==> src/rtl/rau_pkg.sv <==
// Package for the rational arithmetic unit: operation codes, controller
// states and the command/status structs between controller and datapath.
// No dependencies.
package rau_pkg;

  typedef enum logic [1:0] {
    OP_ADD = 2'd0,
    OP_SUB = 2'd1,
    OP_MUL = 2'd2,
    OP_DIV = 2'd3
  } op_e;

  typedef enum logic [2:0] {
    ST_IDLE,
    ST_MUL,
    ST_PREP,
    ST_GCD,
    ST_DIVN,
    ST_DIVD,
    ST_DONE
  } state_e;

  // controller -> datapath
  typedef struct packed {
    logic load;      // capture request operands
    logic mul;       // form cross products
    logic prep;      // form num/den, start gcd
    logic gcd_step;  // step the gcd remainder division
    logic div_start; // start a quotient divide
    logic div_step;  // one restoring divide bit
    logic div_sel;   // 0: numerator / g, 1: denominator / g
    logic fin;       // store quotient into result
  } cmd_t;

  // datapath -> controller
  typedef struct packed {
    logic gcd_done;
    logic div_done;
  } status_t;

endpackage

==> src/rtl/rational_arithmetic_unit.sv <==
// Rational arithmetic unit: one request in, one reduced fraction out.
// Sequence: load, cross multiply, form num/den, gcd remainder steps, two quotient divides.
// One request at a time; the gcd remainders and the two quotients use the shared
// bit-serial divider.
// Reset clears controller state and output valid; datapath registers are not reset.
// Depends on rau_pkg, rau_ctrl, rau_dp.
module rational_arithmetic_unit #(
  parameter int unsigned OPERAND_WIDTH = 16
) (
  input  logic                          clk_i,
  input  logic                          rst_ni,
  input  logic                          s_axis_tvalid_i,
  output logic                          s_axis_tready_o,
  // a_num, a_den, b_num, b_den from bit 0 up
  input  logic [4*OPERAND_WIDTH-1:0]   s_axis_tdata_i,
  // req_type
  input  logic [1:0]                    s_axis_tuser_i,
  output logic                          m_axis_tvalid_o,
  input  logic                          m_axis_tready_i,
  // res_num[31:0], res_den[61:32], is_less, is_equal, is_greater, div_by_zero, pad
  output logic [71:0]                   m_axis_tdata_o
);
  import rau_pkg::*;
  localparam int unsigned OW = OPERAND_WIDTH;

  cmd_t    cmd;
  status_t sts;
  logic signed [31:0] res_num;
  logic [29:0] res_den;
  logic lt, eq, gt, dz;

  rau_ctrl u_ctrl (
    .clk_i, .rst_ni,
    .in_valid_i(s_axis_tvalid_i), .in_ready_o(s_axis_tready_o),
    .out_valid_o(m_axis_tvalid_o), .out_ready_i(m_axis_tready_i),
    .sts_i(sts), .cmd_o(cmd)
  );

  rau_dp #(.OW(OW)) u_dp (
    .clk_i, .cmd_i(cmd), .sts_o(sts),
    .req_type_i(s_axis_tuser_i),
    .a_num_i(s_axis_tdata_i[OW-1:0]),
    .a_den_i(s_axis_tdata_i[2*OW-1:OW]),
    .b_num_i(s_axis_tdata_i[3*OW-1:2*OW]),
    .b_den_i(s_axis_tdata_i[4*OW-1:3*OW]),
    .res_num_o(res_num), .res_den_o(res_den),
    .is_less_o(lt), .is_equal_o(eq), .is_greater_o(gt), .div_by_zero_o(dz)
  );

  assign m_axis_tdata_o = {6'd0, dz, gt, eq, lt, res_den, res_num};

  a_flags_onehot: assert property (@(posedge clk_i) disable iff (!rst_ni)
    m_axis_tvalid_o |-> $onehot({lt, eq, gt}))
    else $error("comparison flags not one-hot");
  a_den_pos: assert property (@(posedge clk_i) disable iff (!rst_ni)
    m_axis_tvalid_o && OW <= 16 |-> res_den != 0)
    else $error("zero denominator");
  a_dz_result: assert property (@(posedge clk_i) disable iff (!rst_ni)
    m_axis_tvalid_o && dz |-> res_num == 0 && res_den == 30'd1)
    else $error("divide by zero result not 0/1");
endmodule

==> src/rtl/rau_ctrl.sv <==
// Controller state machine of the rational arithmetic unit.
// Depends on rau_pkg.
module rau_ctrl (
  input  logic             clk_i,
  input  logic             rst_ni,
  input  logic             in_valid_i,
  output logic             in_ready_o,
  output logic             out_valid_o,
  input  logic             out_ready_i,
  input  rau_pkg::status_t sts_i,
  output rau_pkg::cmd_t    cmd_o
);
  import rau_pkg::*;

  state_e state_q, state_d;
  logic   ov_q, ov_d;

  always_comb begin
    state_d = state_q;
    unique case (state_q)
      ST_IDLE: if (in_valid_i && (!ov_q || out_ready_i)) state_d = ST_MUL;
      ST_MUL:  state_d = ST_PREP;
      ST_PREP: state_d = ST_GCD;
      ST_GCD:  if (sts_i.gcd_done) state_d = ST_DIVN;
      ST_DIVN: if (sts_i.div_done) state_d = ST_DIVD;
      ST_DIVD: if (sts_i.div_done) state_d = ST_DONE;
      ST_DONE: if (!ov_q || out_ready_i) state_d = ST_IDLE;
      default: state_d = ST_IDLE;
    endcase
  end

  always_comb begin
    cmd_o      = '0;
    in_ready_o = 1'b0;
    ov_d       = ov_q && !out_ready_i;
    unique case (state_q)
      ST_IDLE: begin
        in_ready_o = !ov_q || out_ready_i;
        cmd_o.load = in_valid_i && in_ready_o;
      end
      ST_MUL:  cmd_o.mul = 1'b1;
      ST_PREP: cmd_o.prep = 1'b1;
      ST_GCD: begin
        cmd_o.gcd_step  = !sts_i.gcd_done;
        cmd_o.div_start = sts_i.gcd_done;
      end
      ST_DIVN: begin
        // fin keeps the numerator quotient while div_start loads the denominator
        cmd_o.div_step  = !sts_i.div_done;
        cmd_o.fin       = sts_i.div_done;
        cmd_o.div_start = sts_i.div_done;
      end
      ST_DIVD: begin
        cmd_o.div_sel  = 1'b1;
        cmd_o.div_step = !sts_i.div_done;
        cmd_o.fin      = sts_i.div_done;
      end
      ST_DONE: if (!ov_q || out_ready_i) ov_d = 1'b1;
      default: ;
    endcase
  end

  assign out_valid_o = ov_q;

  always_ff @(posedge clk_i or negedge rst_ni) begin
    if (!rst_ni) begin
      state_q <= ST_IDLE;
      ov_q    <= 1'b0;
    end else begin
      state_q <= state_d;
      ov_q    <= ov_d;
    end
  end

  a_one_cmd: assert property (@(posedge clk_i) disable iff (!rst_ni)
    $onehot0({cmd_o.load, cmd_o.mul, cmd_o.prep, cmd_o.gcd_step, cmd_o.div_step}))
    else $error("several datapath commands at once");
  a_load_idle: assert property (@(posedge clk_i) disable iff (!rst_ni)
    cmd_o.load |=> state_q == ST_MUL)
    else $error("load did not start work");
  a_no_load_busy: assert property (@(posedge clk_i) disable iff (!rst_ni)
    state_q != ST_IDLE |-> !in_ready_o)
    else $error("ready while busy");
endmodule

==> src/rtl/rau_dp.sv <==
// Datapath of the rational arithmetic unit: cross multiply, gcd by
// iterated restoring division, and division by the gcd. Depends on rau_pkg.
module rau_dp #(
  parameter int unsigned OW = 16
) (
  input  logic                clk_i,
  input  rau_pkg::cmd_t       cmd_i,
  output rau_pkg::status_t    sts_o,
  input  logic [1:0]          req_type_i,
  input  logic signed [OW-1:0] a_num_i,
  input  logic signed [OW-1:0] a_den_i,
  input  logic signed [OW-1:0] b_num_i,
  input  logic signed [OW-1:0] b_den_i,
  output logic signed [31:0]  res_num_o,
  output logic [29:0]         res_den_o,
  output logic                is_less_o,
  output logic                is_equal_o,
  output logic                is_greater_o,
  output logic                div_by_zero_o
);
  import rau_pkg::*;

  localparam int unsigned PW = 2 * OW + 1;  // products and sums
  localparam int unsigned MW = 2 * OW + 1;  // magnitudes
  localparam int unsigned CW = $clog2(MW + 1);

  logic [1:0] op_q;
  logic signed [OW-1:0] an_q, ad_q, bn_q, bd_q;
  logic signed [PW-1:0] lhs_q, rhs_q, nn_q, dd_q;
  logic signed [OW:0] adx, bdx;
  logic neg_q, err_q;
  logic [MW-1:0] x_q, y_q, g_q, mag_q, den_q;
  // shared restoring divider: quotient/remainder of dvd_q by dvs
  logic [MW-1:0] dvd_q, quo_q, rem_q, dvs;
  logic [CW-1:0] cnt_q;
  logic          rem_busy_q, dv_busy_q;
  logic [MW:0]   trial;
  logic [MW-1:0] nq_q;
  logic signed [PW-1:0] numv, denv;

  assign adx = (ad_q <= 0) ? (OW+1)'(1) : (OW+1)'(ad_q);
  assign bdx = (bd_q <= 0) ? (OW+1)'(1) : (OW+1)'(bd_q);

  // gcd uses the divider for x % y; quotient division uses it for v / g
  assign dvs   = rem_busy_q ? y_q : g_q;
  assign trial = {rem_q, dvd_q[MW-1]} - {1'b0, dvs};

  always_comb begin
    numv = '0;
    denv = '0;
    case (op_q)
      OP_ADD: begin numv = lhs_q + rhs_q; denv = dd_q; end
      OP_SUB: begin numv = lhs_q - rhs_q; denv = dd_q; end
      OP_MUL: begin numv = nn_q; denv = dd_q; end
      default: begin
        numv = lhs_q;
        denv = nn_q;
        if (bn_q == 0) begin numv = '0; denv = PW'(1); end
        else if (bn_q < 0) begin numv = -lhs_q; denv = -nn_q; end
      end
    endcase
  end

  always_ff @(posedge clk_i) begin
    if (cmd_i.load) begin
      op_q <= req_type_i;
      an_q <= a_num_i; ad_q <= a_den_i; bn_q <= b_num_i; bd_q <= b_den_i;
      rem_busy_q <= 1'b0;
      dv_busy_q  <= 1'b0;
    end
    if (cmd_i.mul) begin
      lhs_q <= PW'(an_q) * PW'(bdx);
      rhs_q <= PW'(bn_q) * PW'(adx);
      if (op_q == OP_DIV) nn_q <= PW'(adx) * PW'(bn_q);
      else nn_q <= PW'(an_q) * PW'(bn_q);
      dd_q  <= PW'(adx) * PW'(bdx);
    end
    if (cmd_i.prep) begin
      neg_q <= numv < 0;
      err_q <= (op_q == OP_DIV) && (bn_q == 0);
      x_q   <= MW'(numv < 0 ? -numv : numv);
      y_q   <= MW'(denv);
      den_q <= MW'(denv);
      mag_q <= MW'(numv < 0 ? -numv : numv);
    end
    if (cmd_i.gcd_step) begin
      if (!rem_busy_q) begin
        rem_busy_q <= 1'b1;
        dvd_q <= x_q; rem_q <= '0; cnt_q <= CW'(MW);
      end else if (cnt_q != 0) begin
        rem_q <= trial[MW] ? {rem_q[MW-2:0], dvd_q[MW-1]} : trial[MW-1:0];
        dvd_q <= dvd_q << 1;
        cnt_q <= cnt_q - 1'b1;
      end else begin
        rem_busy_q <= 1'b0;
        x_q <= y_q;
        y_q <= rem_q;
      end
    end
    if (cmd_i.div_start) begin
      dv_busy_q <= 1'b1;
      // first start comes from the gcd, the second with the numerator fin
      if (!cmd_i.fin) begin
        g_q   <= (x_q == 0) ? MW'(1) : x_q;
        dvd_q <= mag_q;
      end else dvd_q <= den_q;
      rem_q <= '0; quo_q <= '0; cnt_q <= CW'(MW);
    end else if (cmd_i.div_step) begin
      rem_q <= trial[MW] ? {rem_q[MW-2:0], dvd_q[MW-1]} : trial[MW-1:0];
      quo_q <= {quo_q[MW-2:0], ~trial[MW]};
      dvd_q <= dvd_q << 1;
      cnt_q <= cnt_q - 1'b1;
    end
    if (cmd_i.fin && !cmd_i.div_sel) nq_q <= quo_q;
    if (cmd_i.fin && cmd_i.div_sel) begin
      // store divide-by-gcd results; the second fin writes denominator
      res_num_o  <= (nq_q == 0) ? 32'sd0 : 32'(neg_q ? -nq_q : nq_q);
      res_den_o  <= (nq_q == 0) ? 30'd1 : 30'(quo_q);
      is_less_o    <= lhs_q < rhs_q;
      is_equal_o   <= lhs_q == rhs_q;
      is_greater_o <= lhs_q > rhs_q;
      div_by_zero_o <= err_q;
    end
  end

  assign sts_o.gcd_done = !rem_busy_q && (y_q == 0);
  assign sts_o.div_done = dv_busy_q && (cnt_q == 0);
endmodule

==> config.mk <==
export PLATFORM = sky130hd
export DESIGN_NAME = rational_arithmetic_unit
export DESIGN_NICKNAME = d
export VERILOG_FILES = /design/src/rtl/rau_pkg.sv /design/src/rtl/rational_arithmetic_unit.sv /design/src/rtl/rau_ctrl.sv /design/src/rtl/rau_dp.sv
export SDC_FILE = /design/constraint.sdc
export NUM_CORES = 2
export LEC_CHECK = 0
export ABC_AREA = 1
export BUFFER_PORTS_ARGS = -buffer_cell sky130_fd_sc_hd__buf_4
export CAP_MARGIN = 20
export CORE_ASPECT_RATIO = 0.75
export CORE_MARGIN = 2
export CORE_UTILIZATION = 35
export CTS_CLUSTER_SIZE = 12
export DETAILED_ROUTE_END_ITERATION = 10
export GPL_TIMING_DRIVEN = 0
export PLACE_DENSITY = 0.51
export SETUP_SLACK_MARGIN = 0.2
export SYNTH_ARGS = -nofsm -noshare
export SYNTH_HDL_FRONTEND = slang
export SYNTH_HIERARCHICAL = 1
export SYNTH_SLANG_ARGS = --single-unit
==> constraint.sdc <==
create_clock -name clk_i -period 7.86 [get_ports clk_i]
set_input_delay 2.358 -clock clk_i [delete_from_list [all_inputs] [get_ports clk_i]]
set_output_delay 2.358 -clock clk_i [all_outputs]
set_load 0.02 [all_outputs]
After elaboration in Yosys (flattened, before gate mapping)
Index checks and enable logic that the tools add are counted.
- register bits: 575
- input bits: 70
- logic and storage cells: 154
- add/sub/neg operators: 8
- multipliers: 4
- magnitude comparators: 6
- eq/ne operators: 17
- multiplexer cells: 56
- bitwise gates (word level): 2
- reductions and logical operators: 30
- operators with widths (operator ; number):
    two-way mux 33 bit ; 27
    zero test 33 bit ; 3
    negator 33 bit ; 3
    case mux 33 bit (3 select lines) ; 1
    multiplier 16 x 17 -> 33 bit ; 2
    two-way mux 17 bit ; 2
    subtractor 34 x 33 -> 34 bit ; 1
    adder 33 bit ; 1
    == test 33 bit ; 1
    greater-than comparator 33 bit ; 1
    < comparator 33 x 1 -> 1 bit, second input constant ; 1
    < comparator 33 bit ; 1
    multiplier 17 x 17 -> 33 bit ; 1
    subtractor 33 bit ; 1
    <= comparator 16 x 1 -> 1 bit, second input constant ; 2
    zero test 32 bit ; 1
    multiplier 16 x 16 -> 32 bit ; 1
    two-way mux 32 bit ; 1
    negator 32 bit ; 1
    two-way mux 6 bit ; 4
    case mux 3 bit (7 select lines) ; 1
    < comparator 16 x 1 -> 1 bit, second input constant ; 1
    two-way mux 3 bit ; 5
    two-way mux 1 bit ; 14
    other kinds (24) ; 46

Depth between registers and ports, before layout
- word-level depth: 10
- mapped depth: 38
- depth with buffers taken out: 37

Modules after synthesis
The synthesis kept the hierarchy.
- by module, submodules not included (module ; instances ; cells each ; area an instance (um^2) ; sequential area each (um^2)):
    rau_dp ; 1 ; 8679 ; 71725.0 ; 15745.1
    rau_ctrl ; 1 ; 50 ; 334.1 ; 100.1
    rational_arithmetic_unit ; 1 ; 11 ; 78.8 ; 0.0

Least setup slack after synthesis
Ideal clock, no wire load.
- path kind: input to register
- from: input port m_axis_tready_i
- to: register u_dp.dv_busy_q
- library setup time: 353 ps
- data arrival time: 7507 ps
- required time: 7507 ps
- setup slack: 0 ps
- stages on the path: 4
- path through: or2_1 inv_1 nor3_1 o21ai_0
- RTL lines (what ; RTL line ; source):
    start: declaration ; rational_arithmetic_unit.sv:19 ; input logic m_axis_tready_i,
    end signal: assignment ; rau_dp.sv:69 ; dv_busy_q <= 1'b0;
    end signal: assignment ; rau_dp.sv:101 ; dv_busy_q <= 1'b1;
    end: declaration ; rau_dp.sv:36 ; logic rem_busy_q, dv_busy_q;

Final worst setup path
- from: register u_dp.bd_q[5]
- to: register u_dp.lhs_q[30] (data pin)
- word-level cells in the longest chain between the ends: 3
- ends and longest elaborated chain (what ; RTL line ; source):
    start: declaration ; rau_dp.sv:28 ; logic signed [OW-1:0] an_q, ad_q, bn_q, bd_q;
    start signal: assignment ; rau_dp.sv:67 ; an_q <= a_num_i; ad_q <= a_den_i; bn_q <= b_num_i; bd_q <= b_den_i;
    <= comparator 16 x 1 -> 1 bit ; rau_dp.sv:42 ; assign bdx = (bd_q <= 0) ? (OW+1)'(1) : (OW+1)'(bd_q);
    two-way mux 17 bit (*) ; rau_dp.sv:42 ;
    multiplier 16 x 17 -> 33 bit (*) ; rau_dp.sv:72 ; lhs_q <= PW'(an_q) * PW'(bdx);
    end signal: assignment ; rau_dp.sv:72 ;
    end: declaration ; rau_dp.sv:29 ; logic signed [PW-1:0] lhs_q, rhs_q, nn_q, dd_q;
Mark *: on every way between the ends. The rest lies on a longest branch, timed or not.
A chain may end at the register's enable or synchronous reset.

==> flow_summary.ini <==
[yosys]
syn_area_per_cell_um2 = 8.25
synthTopCellsByCount = inv_1, nand2_1, fa_1
syn_area_um2 = 72100
synth_cell_type_count = 73
synth.area.top_cells = fa_1, edfxtp_1, inv_1, nand2_1, ha_1
synth-seq-cells = 575
synth_edf_count = 431
syn_inst = 8740
ys_seq_area_share_pct = 22.0
ys_warn_count = 6
synth_top_area_share_pct = 30.0
async_reset_ff_share_pct = 0.696
ys.flop_type = edfxtp_1
yosysMostFrequentCell = inv_1
yosys.area.top_type = fa_1

[setup_path]
critical_path_buf_inv_count = 5
cpPeakStageDelay_ns = 0.59
r2r_setup_slack_ns = 0.30
worstPathRequired_ns = 8.28
regToRegEndpoint = u_dp/lhs_q[30]
worstPathMaxFanout = 10
startpoint_type = register
crit_slowest_cell = fa_2
critPathKind = register to register
crit_family = adder cells
rr_startpoint = u_dp/bd_q[5]
end_kind = register
worstPathArrival_ns = 7.99
rr_worst_depth = 30

[final_layout]
final_cells = 11900
drive_above_1_share_pct = 7.88
nNetsFinal = 10700
fin_util_pct = 39.8
num-fill-cells = 21200
area_growth_pct = 13.0

[floorplan]
rows = 144
core_area_um2 = 205000
start_util_pct = 35.2
die_x_um = 528
ios = 144
dieArea_um2 = 210000
die_h_um = 397

[sta]
min_period_ns = 7.56
final-setup-viol-count = 0
hold_viol = 0
finalClockSkew_ns = 0.0860
grt_setup_unrepaired = true
fin_crit_sh_pct = 96.2
slew_viol_final = 0
tns_ns = 0
setup_ws_ns = 0.295
worst_slew_pin_slew_ns = 1.21
clock.fmax_mhz = 132
slew_headroom_pct = 19.4

[cts]
clkSinkCount = 575
cts_root_buf = clkbuf_16
clkTransAtPathRegs_ns = 0.06
h-tree-depth = 3
cts_buffers = 67
ctsHoldBuffers = 0
cts_tree = yes
insertion_delay_ns = 0.73
clockBufferDepth = 3

[drt]
wl_per_cell_um = 22.6
wirelength_mm = 269
viasPerCell = 5.04
drtIter0Drc = 6147
drc = 0
dr.pass1.iters = 6
dr_total_vias = 60000
ant_nets = 0

[place]
io_buffer_count = 137
finalWeightedCongestion = 0.973
place_ws_ns = -2.49
dp_hpwl_mm = 227
placedCellCount = 11700

[hold_path]
holdPathEnd = u_dp/nq_q[0]
worst_hold_path_type = register to register
min_from = u_dp/quo_q[0]
hold_depth = 0

[run_status]
status = finished clean

[global_routing]
grt_pass1_wl_mm = 396
grt_usage_pct = 25.7
grt_pass1_vias = 59500
grt_max_degree = 36
antenna_found_initial = 12
gr-total-overflow = 0

[flow_run]
cap_violations = 0
[cells by family after synthesis]
| group | after synthesis | synth area share [%] |
|---|---|---|
| mux | 14 | 0.198 |
| fa+ha+maj | 1515 | 37.5 |
| simple gates | 3125 | 17.8 |
| buf+inv | 2370 | 12.6 |
| compound gates | 903 | 6.98 |
| other cells | 3 | 0.0156 |
| flops | 575 | 22.0 |
| xor+xnor | 235 | 2.88 |
[per-layer routing]
layer | vias to the layer above | track usage (%) | wire length, um | share of wire, %
li1 | 27300 | - | - | -
met1 | 30000 | 39.8 | 129000 | 48
met2 | 2442 | 36.0 | 107000 | 40
met3 | 293 | 5.81 | 26100 | 9.7
met4 | 8 | 5.47 | 6470 | 2.4
met5 | - | 0 | 48 | 0.018
[per-stage QoR]
stage               hold slack (ns)  cell area [um^2]
detailed placement            0.422             77500
CTS                           0.434             80900
floorplan                     0.400             72600
global placement              0.413             77100
finish                        0.432             81500
global route                  0.457             81500
[worst max path at each step]
stage	startpoint	to	slack (ns)	depth (start not counted)
2_1_floorplan	u_dp/bd_q[6]	u_dp/lhs_q[30]	1.11	32
3_3_place_gp	u_dp/bd_q[2]	u_dp/lhs_q[30]	-2.68	32
3_5_place_dp	u_dp/bd_q[2]	u_dp/lhs_q[28]	-2.49	30
4_1_cts	u_dp/bd_q[3]	u_dp/lhs_q[29]	0.18	30
5_1_grt	u_dp/bd_q[5]	u_dp/lhs_q[30]	0.05	32
6_report	u_dp/bd_q[5]	u_dp/lhs_q[30]	0.30	30
[final cells by class]
type	instances	area (um^2)	share of cell area (%)
flip-flops and latches	575	15800	19.4
multi-input cells	5931	48700	59.7
inverters	2017	7650	9.39
well taps	2701	3380	4.14
clock inverters	34	432	0.529
clock buffers	89	1790	2.20
diodes	4	10.0	0.0123
repair buffers	203	1770	2.17
plain buffers	352	1980	2.43
[worst register-to-register path: cells and delay by family (launching register included)]
family	cells	cell delay (ns)
xor+xnor	1	0.17
simple gates	12	1.75
flops	1	0.48
compound gates	5	0.88
fa+ha+maj	7	3.32
buf+inv	5	0.71
[layout by cell type (no fill, tap or decap), drive strengths merged, types with 34 or more instances in the layout]
cell type	Yosys	routed
nand2	1799	1800
o22ai	34	34
ha	434	434
nand3	323	323
nand4	68	68
xnor2	97	97
a22oi	39	39
fa	1081	1081
o21ai	348	348
clkbuf	259	331
nor3	52	52
buf	94	313
nor2	805	805
inv	2000	1999
edfxtp	431	431
a21oi	363	363
conb	3	138
dfxtp	140	140
xor2	138	138
nor4	35	35
clkinv	17	35
[repair_timing]
item	in CTS	in global routing
pin swaps	12	29
gates cloned	2	0
buffers inserted	19	24
endpoints found under the setup margin	88	51
gates resized for setup	277	156
Power is not shown: default switching activity piles up to over one toggle a cycle in this logic, so the estimate is an artifact.
